**src/rtl/esd_pkg.sv**
```systemverilog
// esd_pkg: shared types, character codes and hex digit decode
// for the escape sequence decoder; no dependencies
`timescale 1ns / 1ps

package esd_pkg;

    // default byte limit per string and fixed result count width
    localparam int MAX_LEN_DEF = 4096;
    localparam int OUT_COUNT_W = 13;

    // tdata widths, padded to whole bytes
    localparam int S_TDATA_W = 8;
    localparam int M_TDATA_W = 24;

    // character codes
    localparam logic [7:0] CH_BSLASH = 8'h5C;
    localparam logic [7:0] CH_X      = 8'h78;
    localparam logic [7:0] CH_R      = 8'h72;
    localparam logic [7:0] CH_T      = 8'h74;
    localparam logic [7:0] CH_N      = 8'h6E;
    localparam logic [7:0] CH_ZERO   = 8'h30;
    localparam logic [7:0] CH_NINE   = 8'h39;
    localparam logic [7:0] CH_LC_A   = 8'h61;
    localparam logic [7:0] CH_LC_F   = 8'h66;
    localparam logic [7:0] CH_UC_A   = 8'h41;
    localparam logic [7:0] CH_UC_F   = 8'h46;

    // decoded escape bytes
    localparam logic [7:0] BYTE_NUL = 8'h00;
    localparam logic [7:0] BYTE_CR  = 8'h0D;
    localparam logic [7:0] BYTE_TAB = 8'h09;
    localparam logic [7:0] BYTE_LF  = 8'h0A;

    typedef enum logic [1:0] {
        MODE_TEXT = 2'd0,
        MODE_ESC  = 2'd1,
        MODE_HEX1 = 2'd2,
        MODE_HEX2 = 2'd3
    } t_mode;

    typedef enum logic [1:0] {
        ST_RUN  = 2'd0,
        ST_DONE = 2'd1,
        ST_FAIL = 2'd2
    } t_status;

    // decoder state apart from the byte counter
    typedef struct packed {
        t_mode      mode;
        logic [3:0] nibble;
        logic       failed;
    } t_dec_state;

    // one result item apart from the count
    typedef struct packed {
        logic [7:0] out_byte;
        logic       byte_valid;
        t_status    status;
    } t_result;

    typedef struct packed {
        logic       ok;
        logic [3:0] nib;
    } t_hex;

    // hex digit to nibble, ok low for a non-hex character
    function automatic t_hex hex_value(input logic [7:0] ch);
        t_hex h;
        h.ok  = 1'b1;
        h.nib = 4'd0;
        if (ch >= CH_ZERO && ch <= CH_NINE) begin
            h.nib = 4'(ch - CH_ZERO);
        end else if (ch >= CH_LC_A && ch <= CH_LC_F) begin
            h.nib = 4'(ch - CH_LC_A + 8'd10);
        end else if (ch >= CH_UC_A && ch <= CH_UC_F) begin
            h.nib = 4'(ch - CH_UC_A + 8'd10);
        end else begin
            h.ok = 1'b0;
        end
        return h;
    endfunction

endpackage

```
**src/rtl/escape_sequence_decoder_core.sv**
```systemverilog
// Output: the result of each input transfer is registered on the output register.
// Throughput: one character per cycle; a new character is taken while the previous
// result is presented, and only a stalled full output register holds the input.
// Reset: i_rst_n synchronous active low; clears decoder state and the output valid.
// escape_sequence_decoder_core: top level; depends on esd_pkg and esd_step
`timescale 1ns / 1ps

module escape_sequence_decoder_core #(
    parameter int MAX_LEN = esd_pkg::MAX_LEN_DEF
) (
    input  logic                          i_clk,
    input  logic                          i_rst_n,
    // input stream
    input  logic                          s_axis_tvalid,
    output logic                          s_axis_tready,
    input  logic [esd_pkg::S_TDATA_W-1:0] s_axis_tdata,  // [7:0] char_in
    input  logic                          s_axis_tlast,  // is_final
    // output stream
    output logic                          m_axis_tvalid,
    input  logic                          m_axis_tready,
    // [7:0] out_byte, [9:8] status, [22:10] out_count, [23] zero
    output logic [esd_pkg::M_TDATA_W-1:0] m_axis_tdata,
    output logic                          m_axis_tuser   // byte_valid
);

    localparam int CNT_W = $clog2(MAX_LEN + 1);

    esd_pkg::t_dec_state r_state, n_state;
    logic [CNT_W-1:0]    r_count, n_count;
    logic                r_out_valid;
    esd_pkg::t_result    r_out, n_out;
    logic [CNT_W-1:0]    r_out_count, n_out_count;
    logic                w_in_xfer;
    logic [31:0]         w_count_ext;

    assign s_axis_tready = !r_out_valid || m_axis_tready;
    assign w_in_xfer     = s_axis_tvalid && s_axis_tready;

    esd_step #(
        .MAX_LEN (MAX_LEN),
        .CNT_W   (CNT_W)
    ) u_step (
        .i_char      (s_axis_tdata[7:0]),
        .i_last      (s_axis_tlast),
        .i_state     (r_state),
        .i_count     (r_count),
        .o_state     (n_state),
        .o_count     (n_count),
        .o_res_count (n_out_count),
        .o_res       (n_out)
    );

    // decoder state, advanced on each input transfer
    always_ff @(posedge i_clk) begin
        if (!i_rst_n) begin
            r_state.mode   <= esd_pkg::MODE_TEXT;
            r_state.nibble <= 4'd0;
            r_state.failed <= 1'b0;
            r_count        <= '0;
        end else if (w_in_xfer) begin
            r_state <= n_state;
            r_count <= n_count;
        end
    end

    // output register valid
    always_ff @(posedge i_clk) begin
        if (!i_rst_n) begin
            r_out_valid <= 1'b0;
        end else if (s_axis_tready) begin
            r_out_valid <= s_axis_tvalid;
        end
    end

    // output payload
    always_ff @(posedge i_clk) begin
        if (w_in_xfer) begin
            r_out       <= n_out;
            r_out_count <= n_out_count;
        end
    end

    assign w_count_ext   = 32'(r_out_count);
    assign m_axis_tvalid = r_out_valid;
    assign m_axis_tuser  = r_out.byte_valid;
    assign m_axis_tdata  = {1'b0, w_count_ext[esd_pkg::OUT_COUNT_W-1:0],
                            r_out.status, r_out.out_byte};

endmodule

```
**src/rtl/esd_step.sv**
```systemverilog
// esd_step: next state and result for one accepted character
// depends on esd_pkg
`timescale 1ns / 1ps

module esd_step #(
    parameter int MAX_LEN = esd_pkg::MAX_LEN_DEF,
    parameter int CNT_W   = $clog2(MAX_LEN + 1)
) (
    input  logic [7:0]          i_char,
    input  logic                i_last,
    input  esd_pkg::t_dec_state i_state,
    input  logic [CNT_W-1:0]    i_count,
    output esd_pkg::t_dec_state o_state,
    output logic [CNT_W-1:0]    o_count,
    output logic [CNT_W-1:0]    o_res_count,
    output esd_pkg::t_result    o_res
);

    localparam logic [CNT_W-1:0] LIMIT = CNT_W'(MAX_LEN);

    esd_pkg::t_dec_state w_st;
    esd_pkg::t_hex       w_hex;
    logic                w_have;
    logic [7:0]          w_value;
    logic [CNT_W-1:0]    w_count;

    assign w_hex = esd_pkg::hex_value(i_char);

    // escape decode, byte limit and end-of-string check
    always_comb begin
        w_st    = i_state;
        w_have  = 1'b0;
        w_value = 8'd0;
        w_count = i_count;
        if (!i_state.failed) begin
            unique case (i_state.mode)
                esd_pkg::MODE_TEXT: begin
                    if (i_char == esd_pkg::CH_BSLASH) begin
                        w_st.mode = esd_pkg::MODE_ESC;
                    end else begin
                        w_have  = 1'b1;
                        w_value = i_char;
                    end
                end
                esd_pkg::MODE_ESC: begin
                    w_st.mode = esd_pkg::MODE_TEXT;
                    priority if (i_char == esd_pkg::CH_ZERO) begin
                        w_have = 1'b1; w_value = esd_pkg::BYTE_NUL;
                    end else if (i_char == esd_pkg::CH_R) begin
                        w_have = 1'b1; w_value = esd_pkg::BYTE_CR;
                    end else if (i_char == esd_pkg::CH_T) begin
                        w_have = 1'b1; w_value = esd_pkg::BYTE_TAB;
                    end else if (i_char == esd_pkg::CH_N) begin
                        w_have = 1'b1; w_value = esd_pkg::BYTE_LF;
                    end else if (i_char == esd_pkg::CH_BSLASH) begin
                        w_have = 1'b1; w_value = esd_pkg::CH_BSLASH;
                    end else if (i_char == esd_pkg::CH_X) begin
                        w_st.mode = esd_pkg::MODE_HEX1;
                    end else begin
                        w_st.failed = 1'b1;
                    end
                end
                esd_pkg::MODE_HEX1: begin
                    if (!w_hex.ok) begin
                        w_st.failed = 1'b1;
                        w_st.mode   = esd_pkg::MODE_TEXT;
                    end else begin
                        w_st.nibble = w_hex.nib;
                        w_st.mode   = esd_pkg::MODE_HEX2;
                    end
                end
                esd_pkg::MODE_HEX2: begin
                    w_st.mode = esd_pkg::MODE_TEXT;
                    if (!w_hex.ok) begin
                        w_st.failed = 1'b1;
                    end else begin
                        w_have  = 1'b1;
                        w_value = {i_state.nibble, w_hex.nib};
                    end
                end
                default: begin
                    w_st.mode = esd_pkg::MODE_TEXT;
                end
            endcase

            // count the byte or fail on overflow
            if (w_have) begin
                if (i_count >= LIMIT) begin
                    w_st.failed = 1'b1;
                    w_have      = 1'b0;
                end else begin
                    w_count = i_count + 1'b1;
                end
            end

            // string closed inside an escape
            if (i_last && w_st.mode != esd_pkg::MODE_TEXT) begin
                w_st.failed = 1'b1;
            end
        end
    end

    // result item
    always_comb begin
        o_res.byte_valid = w_have && !w_st.failed;
        o_res.out_byte   = o_res.byte_valid ? w_value : 8'd0;
        if (w_st.failed) begin
            o_res.status = esd_pkg::ST_FAIL;
        end else if (i_last) begin
            o_res.status = esd_pkg::ST_DONE;
        end else begin
            o_res.status = esd_pkg::ST_RUN;
        end
        o_res_count = w_count;
    end

    // the last character returns everything to the reset state
    always_comb begin
        if (i_last) begin
            o_state.mode   = esd_pkg::MODE_TEXT;
            o_state.nibble = 4'd0;
            o_state.failed = 1'b0;
            o_count        = '0;
        end else begin
            o_state = w_st;
            o_count = w_count;
        end
    end

endmodule

```
**config.mk**
```make
export PLATFORM = sky130hd
export DESIGN_NAME = escape_sequence_decoder_core
export DESIGN_NICKNAME = d
export VERILOG_FILES = /design/src/rtl/esd_pkg.sv /design/src/rtl/escape_sequence_decoder_core.sv /design/src/rtl/esd_step.sv
export SDC_FILE = /design/constraint.sdc
export NUM_CORES = 1
export LEC_CHECK = 0
export BUFFER_PORTS_ARGS = -buffer_cell sky130_fd_sc_hd__buf_2
export CORE_UTILIZATION = 45
export CTS_CLUSTER_DIAMETER = 200
export DETAILED_ROUTE_END_ITERATION = 10
export PLACE_DENSITY = 0.76
export SLEW_MARGIN = 20
export SYNTH_ARGS = -nofsm -noshare
export SYNTH_HDL_FRONTEND = slang
export SYNTH_HIERARCHICAL = 1
export SYNTH_SLANG_ARGS = --single-unit
export TNS_END_PERCENT = 100
```
**constraint.sdc**
```tcl
create_clock -name i_clk -period 5.8 [get_ports i_clk]
set_input_delay 0.87 -clock i_clk [delete_from_list [all_inputs] [get_ports i_clk]]
set_output_delay 0.87 -clock i_clk [all_outputs]
set_load 0.01 [all_outputs]
```
# == Word level (Yosys, flattened, before mapping) ==
# Index checks and enable logic that the tools add are counted.
# op_classes
n_bitwise,1
n_reduce_logical,17
mux,56
n_addsub,6
eq_ne,10
n_lt_le_gt_ge,7
# ops
op,count
two-way mux 13 bit,4
two-way mux 8 bit,6
== test 8 x 7 -> 1 bit (second input constant),5
two-way mux 1 bit,25
one-hot mux 8 bit (3 select lines),1
two-way mux 7 bit,3
two-way mux 4 bit,5
two-way mux 2 bit,9
>= comparator 8 x 7 -> 1 bit (second input constant),2
less-or-equal comparator 8 x 7 -> 1 bit (second input constant),2
adder 13 x 1 -> 13 bit (second input constant),1
>= comparator 13 bit (second input constant),1
subtractor 4 x 1 -> 4 bit (second input constant),3
adder 4 bit (second input constant),2
== test 8 x 6 -> 1 bit (second input constant),1
>= comparator 8 x 6 -> 1 bit (second input constant),1
less-or-equal comparator 8 x 6 -> 1 bit (second input constant),1
one-hot mux 2 bit (4 select lines),1
logical AND 1 bit,6
nonzero test 2 bit,3
== test 2 bit (second input constant),2
AND reduction 4 bit,1
OR reduction 2 bit,2
one-hot mux 1 bit (3 select lines),1
8 further kinds,9
# word_totals
word_cells,106
reg_bits,45

# == Depth between registers and ports, before layout ==
# Gate-level depths: netlist (run 1).
# depth
word_depth,17
depth_mapped,12

# == By module ==
# The synthesis (run 1) kept the hierarchy.
# by_module_without_submodules
mod,cells_per_inst,area_each_um2,instances
escape_sequence_decoder_core,119,1609.0,1
esd_step,176,1206.2,1

# == Worst setup path after synthesis (run 1) ==
# No wires, ideal clock.
# synth_timing
kind,input-to-reg
startpoint,in s_axis_tdata[0] (netlist name)
endpoint,reg r_count[6]
stages,11
setup_slack_ps,2600
t_arrival_ps,3078
setup_time_ps,122
path_cell_list,clkbuf_1 inv_1 ha_1 and3b_1 a21boi_1 o21bai_1 o31ai_4 nor3_1 mux2_2 nand2_1 mux2i_1
# synth_between
elab_chain_cells,11
word_cells_on_any_way,29
# synth_lines
element,line_no,source
"start, declared",escape_sequence_decoder_core.sv:16,"input logic [esd_pkg::S_TDATA_W-1:0] s_axis_tdata,"
>= comparator 8 x 7 -> 1 bit (tied with other cells),esd_pkg.sv:75,end else if (ch >= CH_UC_A && ch <= CH_UC_F) begin
logical AND 1 bit / two-way mux 1 bit (equally long branches),"esd_pkg.sv:75, esd_step.sv:55",
two-way mux 1 bit (on tied branches),"esd_pkg.sv:75, esd_step.sv:53",
two-way mux 1 bit (on tied branches),"esd_pkg.sv:73, esd_step.sv:51",
two-way mux 1 bit (on tied branches),"esd_pkg.sv:71, esd_step.sv:49",
two-way mux 1 bit (on tied branches),"esd_step.sv:74, esd_step.sv:47",
one-hot mux 1 bit (3 select lines) *,esd_step.sv:36,unique case (i_state.mode)
two-way mux 1 bit *,esd_step.sv:35,if (!i_state.failed) begin
two-way mux 13 bit *,esd_step.sv:87,if (w_have) begin
two-way mux 13 bit *,esd_step.sv:35,
two-way mux 13 bit *,esd_step.sv:119,if (i_last) begin
via n_count[6],escape_sequence_decoder_core.sv:29,"logic [CNT_W-1:0] r_count, n_count;"
"end signal, assigned",escape_sequence_decoder_core.sv:62,r_count <= n_count;
"end, declared",escape_sequence_decoder_core.sv:29,
# The timed path passes the listed nets; every way through them passes the cells marked *. The select of a mux whose other input is x is not followed.
# A chain may end at the register's enable or synchronous reset.

# == Worst setup path in the final report (run 1) ==
# Ends and elaborated chain as after synthesis.

==> impl_metrics.env, run 1 <==
export IMPL_worst_pin_slew_ns=0.678
export IMPL_async_flop_share=0
export IMPL_grt_usage=0.184
export IMPL_via_per_inst=5.61
export IMPL_port_buffers=38
export IMPL_num_vias=2228
export IMPL_fin_nets=340
export IMPL_maxCapViolations=0
export IMPL_ant_nets=0
export IMPL_status="completed"
export IMPL_synth_edff_count=24
export IMPL_crit_family="compound AO/OA/AOI/OAI gates"
export IMPL_post_dp_cell_area_mm2=0.00296
export IMPL_overflow=0
export IMPL_hold_violations=0
export IMPL_crit_slowest_cell="o21bai_1"
export IMPL_htree_num_levels=2
export IMPL_cp_end_kind="flop"
export IMPL_antenna_found_initial=0
export IMPL_syn_cell_area_mm2=0.00282
export IMPL_grt_pass1_wl_um=9470
export IMPL_postCtsResizedCells=0
export IMPL_max_slew_margin=0.548
export IMPL_power_share_clock=0.346
export IMPL_clk_latency_ns=0.30
export IMPL_synth_ff_type="edfxtp_1"
export IMPL_cts_root_buffer="clkbuf_8"
export IMPL_hold_path_class="flop to flop"
export IMPL_pwr_share_comb=0.104
export IMPL_grt_pass1_vias=2039
export IMPL_die_y_um=81.1
export IMPL_syn_to_final_growth_pct=8.98
export IMPL_drc_errors=0
export IMPL_seq_area_frac_synth=0.405
export IMPL_final_cell_mix="nand2_1, buf_2, mux2i_1"
export IMPL_layout_min_cycle_time_ns=3.38
export IMPL_wl_um=5660
export IMPL_numClockSinks=45
export IMPL_clk_path_buf_depth=2
export IMPL_synth_avg_cell_area_um2=9.54
export IMPL_crit_type="input pin to flop"
export IMPL_diodes=0
export IMPL_p_sw_mw=0.152
export IMPL_whs_ns=0.504
export IMPL_rsz0062_at_grt="no"
export IMPL_setup_tns_ns=0
export IMPL_synth_top_area_share=0.256
export IMPL_startpoint_type="input pin"
export IMPL_coreArea_mm2=0.00599
export IMPL_synthTopCellsByArea="edfxtp_1, dfxtp_1, mux2i_1"
export IMPL_syn_num_nets=314
export IMPL_fp_row_count=28
export IMPL_postCtsSetupBuffers=0
export IMPL_gp_congestion=0.969
export IMPL_die_w_um=81.1
export IMPL_synth_top_cell_by_area="edfxtp_1"
export IMPL_crit_path_max_fanout=15
export IMPL_cts_tree="yes"
export IMPL_drtPass1Iterations=5
export IMPL_synth_cell_types=61
export IMPL_seq_power_share=0.550
export IMPL_yosys_register_bits=45
export IMPL_drt_initial_drc_count=164
export IMPL_timing_fmax_mhz=295
export IMPL_io_pins=40
export IMPL_p_leak_nw=1.19
export IMPL_crit_required_ns=5.97
export IMPL_finish_utilization=0.512
export IMPL_p_int_mw=0.483
export IMPL_path_clk_slew_ns=0.09
export IMPL_synth_cells=295
export IMPL_worstPathArrival_ns=3.55
export IMPL_ctsHoldBuffers=0
export IMPL_grt_max_degree=45
export IMPL_dieArea_mm2=0.00658
export IMPL_design_area_mm2=0.00307
export IMPL_fillers=550
export IMPL_swShare=0.239
export IMPL_critPathBufInv=2
export IMPL_slew_violations=0
export IMPL_drive_above_1_share=0.183
export IMPL_slowest_delay_ns=0.38
export IMPL_dpl_hpwl_um=4030
export IMPL_fin_skew_ns=0.0139
export IMPL_crit_chain="buf_2 -> inv_1 -> ha_1 -> and3b_1 -> a21boi_1 -> o21bai_1 -> o31ai_4 -> nor3_1 -> mux2_2 -> nand2_1 -> mux2i_1"
export IMPL_detail_route_wl_per_cell_um=14.3
export IMPL_layout_commonest_cell="nand2_1"
export IMPL_yosysWarnings=6
export IMPL_p_per_area_mw_per_mm2=207
export IMPL_numCtsBuffers=5
export IMPL_setup_viol=0
export IMPL_initial_core_util=0.470
export IMPL_irDropWorstVdd_uv=98.6
export IMPL_post_route_period_util=0.584
-- area by class of cell --
| cell class | count | area (um2) | share of cell area |
|---|---|---|---|
| clock buffers | 7 | 97.6 | 0.0318 |
| clock inverters | 1 | 8.76 | 0.00285 |
| inverters | 9 | 33.8 | 0.0110 |
| multi-input cells | 222 | 1500 | 0.490 |
| flip-flops and latches | 45 | 1140 | 0.372 |
| well taps | 75 | 93.8 | 0.0306 |
| repair buffers | 38 | 190 | 0.0620 |
-- path summary, 6_finish.rpt --
check,startpoint,endpoint,slack (ns),cells after the start
max,s_axis_tdata[0],r_count[6]$_SDFFE_PN0P_,2.42,11
min,r_state[3]$_SDFFE_PN0P_,r_state[3]$_SDFFE_PN0P_,0.50,2
max reg2reg,r_state[5]$_SDFFE_PN0P_,r_count[6]$_SDFFE_PN0P_,3.03,8
min reg2reg,r_state[3]$_SDFFE_PN0P_,r_state[3]$_SDFFE_PN0P_,0.50,2
-- registers in the layout, summed over array words and instances (netlist names) --
register	flops
r_count	13
r_out_count	13
m_axis_tdata	10
r_state	7
m_axis_tuser	1
m_axis_tvalid	1
-- stage by stage --
step	worst slack (ns)	total power, mW	std cells
4_1_cts	2.47	0.639	397
3_5_place_dp	2.15	0.422	389
6_report	2.42	0.634	397
3_3_place_gp	2.27	0.421	389
5_1_grt	2.17	0.655	397
2_1_floorplan	2.60	0.406	295
-- tightest hold or removal path: stages, from the launching register on --
cell	delay [ns]
dfxtp_1	0.35
nand2_1	0.06
mux2i_1	0.05
-- logic make-up (layout without fill, tap and decap cells) --
group / after synthesis / in the layout / share of synthesized area
AND/OR/NAND/NOR: 124 / 124 / 0.227
adder cells (fa/ha/maj): 6 / 6 / 0.0267
other: 1 / 1 / 0.00133
multiplexers: 28 / 28 / 0.100
flip-flops: 45 / 45 / 0.405
buffers and inverters: 28 / 55 / 0.0609
XOR/XNOR: 11 / 11 / 0.0342
AO/OA/AOI/OAI: 52 / 52 / 0.144
-- cells in the mapped netlist, types with 2 or more instances --
library cell and n:
nand2_1 49, mux2i_1 26, edfxtp_1 24, nor2_1 22
dfxtp_1 21, nor2b_1 12, inv_1 9, xnor2_1 9
a21oi_1 8, clkbuf_1 7, nand3_1 7, buf_2 6
ha_1 6, o21ai_0 6, a22oi_1 4, and2_1 4
nand2b_1 4, nand4_1 4, o311ai_0 4, a31oi_1 3
and3_1 3, buf_6 3, o211ai_1 3, o31ai_1 3
a222oi_1 2, a31o_2 2, and3b_1 2, and4b_1 2
buf_12 2, mux2_2 2, nor3_1 2, nor3_2 2
o21bai_1 2, or3_1 2, xor2_1 2
-- layer usage --
metal	wire length, um	up-vias	track usage
li1	-	1103	-
met1	2670	1044	0.239
met2	2600	65	0.302
met3	248	16	0.0326
met4	142	0	0.0750
met5	0	-	0
-- power groups by stage --
stage          combinational [mW]  clock, mW  sequential (mW)
5_1_grt                    0.0735      0.231            0.350
3_3_place_gp               0.0653          0            0.356
2_1_floorplan              0.0447          0            0.361
3_5_place_dp               0.0660          0            0.356
6_report                   0.0660      0.219            0.349
4_1_cts                    0.0663      0.224            0.349
Note: power is estimated with default switching activity, not from simulation.
==> run 2: changes to the inputs <==
Settings changed: PLACE_DENSITY 0.76 to 0.79.
Clock period 5.8 ns to 3 ns, I/O delays scaled along.
==> run 2 against run 1 <==
Cell count rose by 2.0%. Clock power rose by 93%. Worst hold slack got worse by 0.096 ns. Design area rose by 2.0%. Clock skew fell by 0.0049 ns. Count of clock-buffer cells in the layout did not move. First-iteration DRC count rose by 12%. Global-route usage rose by 0.51 points. Via count rose by 1.0%. Largest cell class unchanged. Utilization rose by 1.0 points.
==> impl_metrics.env, run 2 (synthesis results as in run 1) <==
export IMPL_layout_commonest_cell="nand2_1"
export IMPL_diodes=0
export IMPL_overflow=0
export IMPL_cts_tree="yes"
export IMPL_numCtsBuffers=5
export IMPL_timing_rr_start="r_state[5]$_SDFFE_PN0P_"
export IMPL_io_pins=40
export IMPL_antenna_found_initial=0
export IMPL_fin_skew_ns=0.00901
export IMPL_fp_row_count=28
export IMPL_clk_latency_ns=0.30
export IMPL_whs_ns=0.408
export IMPL_startpoint_type="input pin"
export IMPL_coreArea_mm2=0.00599
export IMPL_status="completed"
export IMPL_ctsHoldBuffers=0
export IMPL_cp_end_kind="flop"
export IMPL_power_share_clock=0.344
export IMPL_slew_violations=0
export IMPL_detail_route_wl_per_cell_um=14.3
export IMPL_initial_core_util=0.470
export IMPL_p_sw_mw=0.293
export IMPL_crit_required_ns=3.23
export IMPL_hold_path_end="m_axis_tvalid$_SDFFE_PN0P_"
export IMPL_path_clk_slew_ns=0.08
export IMPL_hold_violations=0
export IMPL_final_cell_mix="nand2_1, buf_2, mux2i_1"
export IMPL_syn_to_final_growth_pct=11.1
export IMPL_via_per_inst=5.56
export IMPL_irDropWorstVdd_uv=222
export IMPL_drive_above_1_share=0.203
export IMPL_crit_type="input pin to flop"
export IMPL_setup_tns_ns=0
export IMPL_hold_depth=3
export IMPL_pwr_share_comb=0.107
export IMPL_design_area_mm2=0.00313
export IMPL_fin_nets=348
export IMPL_p_per_area_mw_per_mm2=393
export IMPL_hold_start="s_axis_tvalid"
export IMPL_rsz0062_at_grt="no"
export IMPL_dpl_hpwl_um=4130
export IMPL_total_power_mw=1.23
export IMPL_die_w_um=81.1
export IMPL_numClockSinks=45
export IMPL_max_slew_margin=0.539
export IMPL_hold_path_class="input pin to flop"
export IMPL_dieArea_mm2=0.00658
export IMPL_grt_max_degree=45
export IMPL_drc_errors=0
export IMPL_drtPass1Iterations=5
export IMPL_clk_path_buf_depth=2
export IMPL_cts_root_buffer="clkbuf_8"
export IMPL_drt_initial_drc_count=184
export IMPL_p_leak_nw=1.23
export IMPL_grt_pass1_wl_um=9580
export IMPL_setup_viol=0
export IMPL_crit_path_max_fanout=8
export IMPL_fin_cells=405
export IMPL_die_y_um=81.1
export IMPL_worstPathArrival_ns=2.87
export IMPL_ff2ff_path_depth=10
export IMPL_post_place_cells=397
export IMPL_layout_min_cycle_time_ns=2.64
export IMPL_swShare=0.239
export IMPL_timing_fmax_mhz=379
export IMPL_p_int_mw=0.935
export IMPL_reg2reg_to="r_count[2]$_SDFFE_PN0P_"
export IMPL_htree_num_levels=2
export IMPL_gp_congestion=0.881
export IMPL_post_route_period_util=0.880
export IMPL_post_dp_cell_area_mm2=0.00302
export IMPL_wl_um=5780
export IMPL_worst_pin_slew_ns=0.691
export IMPL_rrSetupSlack_ns=0.46
export IMPL_seq_power_share=0.549
export IMPL_num_vias=2251
export IMPL_maxCapViolations=0
export IMPL_ant_nets=0
export IMPL_grt_usage=0.189
export IMPL_port_buffers=38
export IMPL_grt_pass1_vias=2006
==> run 2: cell count changes in the layout (fill, tap and decap cells not counted), sizes merged <==
cell / delta
buf: +8
==> run 2: worst max-delay path: stages <==
cell and delay [ns]:
buf_2 0.15, inv_1 0.09, ha_1 0.27, and3b_1 0.28
a21boi_1 0.11, o21bai_1 0.22, buf_4 0.18, o311ai_0 0.43
buf_4 0.20, xnor2_1 0.12, nor2b_1 0.15, nand2_1 0.05
mux2i_1 0.15
==> run 2: what timing repair did <==
item / in CTS / in global routing
setup endpoints to repair: 0 / 1
setup buffers: 0 / 0
gates resized for setup: 0 / 1
==> run 2: final cells by class <==
cell class / count / area [um2]
multi-input cells: 222 / 1500
flip-flops and latches: 45 / 1140
inverters: 9 / 33.8
clock inverters: 1 / 8.76
fillers: 559 / 2860
repair buffers: 46 / 250
well taps: 75 / 93.8
clock buffers: 7 / 97.6
==> run 2: metrics by stage <==
stage	util	setup WS, ns
2_1_floorplan	-	0.220
3_3_place_gp	0.504	0.0807
3_5_place_dp	0.504	0.0550
4_1_cts	0.522	0.344
5_1_grt	0.522	0.0318
6_report	0.522	0.360
==> run 2: power groups by stage <==
stage,registers [mW],clock network (mW),logic [mW]
2_1_floorplan,0.699,0,0.0863
6_report,0.674,0.423,0.132
4_1_cts,0.674,0.435,0.132
3_3_place_gp,0.688,0,0.130
5_1_grt,0.677,0.455,0.144
3_5_place_dp,0.689,0,0.131
==> run 2: metal layers <==
layer | track usage | wire length, um | part of all wire | vias to the layer above
met3 | 0.0393 | 301 | 0.052 | 15
met4 | 0.0536 | 122 | 0.021 | 0
met1 | 0.261 | 2710 | 0.47 | 1039
met5 | 0 | 0 | 0 | -
met2 | 0.298 | 2640 | 0.46 | 67
li1 | - | - | - | 1130
==> run 2: worst max-delay path by stage <==
stage               slack [ns]                      end  cells past startpoint             from
finish                    0.36  r_count[2]$_SDFFE_PN0P_                     13  s_axis_tdata[1]
global route              0.03  r_count[2]$_SDFFE_PN0P_                     13  s_axis_tdata[1]
CTS                       0.34  r_count[2]$_SDFFE_PN0P_                     12  s_axis_tdata[1]
detailed placement        0.05  r_count[2]$_SDFFE_PN0P_                     12  s_axis_tdata[1]
global placement          0.08  r_count[2]$_SDFFE_PN0P_                     12  s_axis_tdata[1]
floorplan                 0.22  r_count[6]$_SDFFE_PN0P_                     11  s_axis_tdata[0]
==> run 3: changes to the inputs <==
Settings changed: SYNTH_HIERARCHICAL 1 to unset.
==> run 3 against run 2 <==
Worst hold slack got worse by 0.031 ns. Maximum frequency fell by 3.1%. Combinational power barely moved. Worst setup slack got worse by 0.086 ns. Flip-flop and latch count unchanged. Via count grew 1.9%. Clock power down 11%. Synthesized area shrank 7.2%. Largest cell class unchanged. Largest power group unchanged.
==> impl_metrics.env, run 3 <==
export IMPL_synth_avg_cell_area_um2=9.40
export IMPL_syn_cell_area_mm2=0.00261
export IMPL_gr_usage_met2=0.309
export IMPL_clk_latency_ns=0.31
export IMPL_pwr_share_comb=0.110
export IMPL_irDropWorstVdd_uv=168
export IMPL_reg2reg_to="r_count[7]$_SDFFE_PN0P_"
export IMPL_synthMostInstantiatedCell="nor2_1"
export IMPL_antenna_found_initial=0
export IMPL_numCtsBuffers=5
export IMPL_synth_top_area_share=0.276
export IMPL_synth_ff_type="edfxtp_1"
export IMPL_overflow=0
export IMPL_numClockSinks=45
export IMPL_htree_num_levels=2
export IMPL_gr_usage_met3=0.0314
export IMPL_rsz0062_at_grt="no"
export IMPL_drc_errors=0
export IMPL_design_area_mm2=0.00295
export IMPL_cts_root_buffer="clkbuf_8"
export IMPL_timing_rr_start="r_state[5]$_SDFFE_PN0P_"
export IMPL_p_per_area_mw_per_mm2=401
export IMPL_synth_edff_count=24
export IMPL_crit_required_ns=3.24
export IMPL_layout_min_cycle_time_ns=2.73
export IMPL_status="completed"
export IMPL_p_int_mw=0.875
export IMPL_fp_row_count=27
export IMPL_multi_input_area_mm2=0.00134
export IMPL_setup_tns_ns=0
export IMPL_grt_max_degree=20
export IMPL_dieArea_mm2=0.00611
export IMPL_crit_path_max_fanout=8
export IMPL_detail_route_wl_per_cell_um=14.8
export IMPL_fin_skew_ns=0.00588
export IMPL_crit_type="input pin to flop"
export IMPL_seq_area_frac_synth=0.437
export IMPL_power_share_clock=0.320
export IMPL_yosys_register_bits=45
export IMPL_rrSetupSlack_ns=0.46
export IMPL_drtPass1Iterations=5
export IMPL_yosysWarnings=0
export IMPL_timing_fmax_mhz=367
export IMPL_grt_pass1_wl_um=9670
export IMPL_die_y_um=78.2
export IMPL_path_clk_slew_ns=0.09
export IMPL_async_flop_share=0
export IMPL_swShare=0.259
export IMPL_grt_busiest_layer="met2"
export IMPL_hold_violations=0
export IMPL_initial_core_util=0.472
export IMPL_layout_commonest_cell="buf_2"
export IMPL_coreArea_mm2=0.00554
export IMPL_num_vias=2294
export IMPL_slew_violations=0
export IMPL_ant_nets=0
export IMPL_clk_path_buf_depth=2
export IMPL_port_buffers=38
export IMPL_endpoint="r_count[7]$_SDFFE_PN0P_"
export IMPL_max_slew_margin=0.616
export IMPL_total_power_mw=1.18
export IMPL_seq_power_share=0.570
export IMPL_grt_usage=0.198
export IMPL_cts_tree="yes"
export IMPL_maxCapViolations=0
export IMPL_worst_pin_slew_ns=0.568
export IMPL_drive_above_1_share=0.206
export IMPL_dpl_hpwl_um=4060
export IMPL_ff2ff_path_depth=7
export IMPL_worstPathArrival_ns=2.96
export IMPL_drt_initial_drc_count=240
export IMPL_post_route_period_util=0.909
export IMPL_die_w_um=78.2
export IMPL_postCtsResizedCells=0
export IMPL_grtUsageMet1=0.275
export IMPL_fillers=520
export IMPL_p_sw_mw=0.305
export IMPL_grt_pass1_vias=2044
export IMPL_diodes=0
export IMPL_setup_viol=0
export IMPL_syn_to_final_growth_pct=12.8
export IMPL_synth_cell_types=56
export IMPL_syn_num_nets=297
export IMPL_hold_path_class="input pin to flop"
export IMPL_io_pins=40
export IMPL_wl_um=5720
export IMPL_synthTopCellsByArea="edfxtp_1, dfxtp_1, a21oi_1"
export IMPL_setup_worst_path_start="s_axis_tdata[0]"
export IMPL_p_leak_nw=1.13
export IMPL_final_cell_mix="buf_2, nor2_1, edfxtp_1"
export IMPL_via_per_inst=5.93
export IMPL_startpoint_type="input pin"
export IMPL_post_dp_cell_area_mm2=0.00286
export IMPL_ys_top_cells_by_count="nor2_1, edfxtp_1, nand2_1"
export IMPL_ff_latch_area_mm2=0.00114
export IMPL_gp_congestion=0.917
export IMPL_synth_top_cell_by_area="edfxtp_1"
export IMPL_fin_nets=333
export IMPL_ctsHoldBuffers=0
export IMPL_postCtsSetupBuffers=0
export IMPL_cp_end_kind="flop"
export IMPL_synth_cells=278
==> run 3: cell count changes after synthesis, moves of 3 or more <==
cell	change
or3_1	+4
nor2b_1	-11
o21ai_0	+8
nand2_1	-26
a21oi_1	+13
mux2i_1	-25
nand3_1	+10
a31oi_1	+5
xor2_1	+3
a22oi_1	-4
nor2_1	+3
a21boi_1	+5
or4_1	+3
o311ai_0	-4
==> run 3: worst max-delay path: stages <==
cell and delay [ns]:
buf_2 0.14, inv_1 0.13, ha_1 0.25, nand2_1 0.08, a2111o_1 0.43, a31o_2 0.29
a211oi_4 0.44, nand3_1 0.21, or3_1 0.37, a21boi_1 0.16
==> run 3: power groups by stage <==
stage | Combinational, mW | Clock, mW | Sequential, mW
3_5_place_dp | 0.129 | 0 | 0.688
5_1_grt | 0.142 | 0.401 | 0.675
3_3_place_gp | 0.127 | 0 | 0.687
4_1_cts | 0.129 | 0.378 | 0.673
2_1_floorplan | 0.0710 | 0 | 0.698
6_report | 0.130 | 0.378 | 0.673
==> run 3: metal layers <==
metal | wire (um) | share of wire
met4 | 112 | 0.020
met1 | 2580 | 0.45
met2 | 2640 | 0.46
met3 | 384 | 0.067
met5 | 0 | 0
==> run 3: worst min-delay path by stage <==
stage                            startpoint                         end  slack, ns  depth (start not counted)
finish                        s_axis_tvalid  m_axis_tvalid$_SDFFE_PN0N_       0.38                          3
global route                  s_axis_tvalid  m_axis_tvalid$_SDFFE_PN0N_       0.39                          3
CTS                           s_axis_tvalid  m_axis_tvalid$_SDFFE_PN0N_       0.38                          3
detailed placement  r_state[1]$_SDFFE_PN0P_     r_state[1]$_SDFFE_PN0P_       0.47                          2
global placement    r_state[2]$_SDFFE_PN0P_     r_state[2]$_SDFFE_PN0P_       0.46                          2
floorplan           r_state[1]$_SDFFE_PN0P_     r_state[1]$_SDFFE_PN0P_       0.45                          2
==> run 3: layout make-up <==
cell class	count	area share
tap	72	0.0306
multi-input combinational	205	0.455
sequential	45	0.387
inverter	12	0.0157
clock buffer	5	0.0234
timing repair buffer	45	0.0824
clock inverter	3	0.00594
==> run 3: cells by family (layout without fill, tap and decap cells) <==
logic type	after synthesis	in the layout	synth area share
other	1	1	0.00144
flip-flops	45	45	0.437
AND/OR/NAND/NOR	102	102	0.214
buffers and inverters	28	65	0.0503
adder cells (fa/ha/maj)	6	6	0.0287
XOR/XNOR	14	14	0.0469
multiplexers	1	1	0.00383
AO/OA/AOI/OAI	81	81	0.218
==> run 3: stage by stage <==
step / setup WS [ns] / util / instances / hold slack (ns)
finish: 0.274 / 0.532 / 387 / 0.377
global route: 0.0993 / 0.532 / 387 / 0.395
CTS: 0.318 / 0.532 / 387 / 0.378
detailed placement: 0.0385 / 0.516 / 379 / 0.473
global placement: 0.144 / 0.516 / 379 / 0.455
floorplan: 0.418 / - / 278 / 0.445
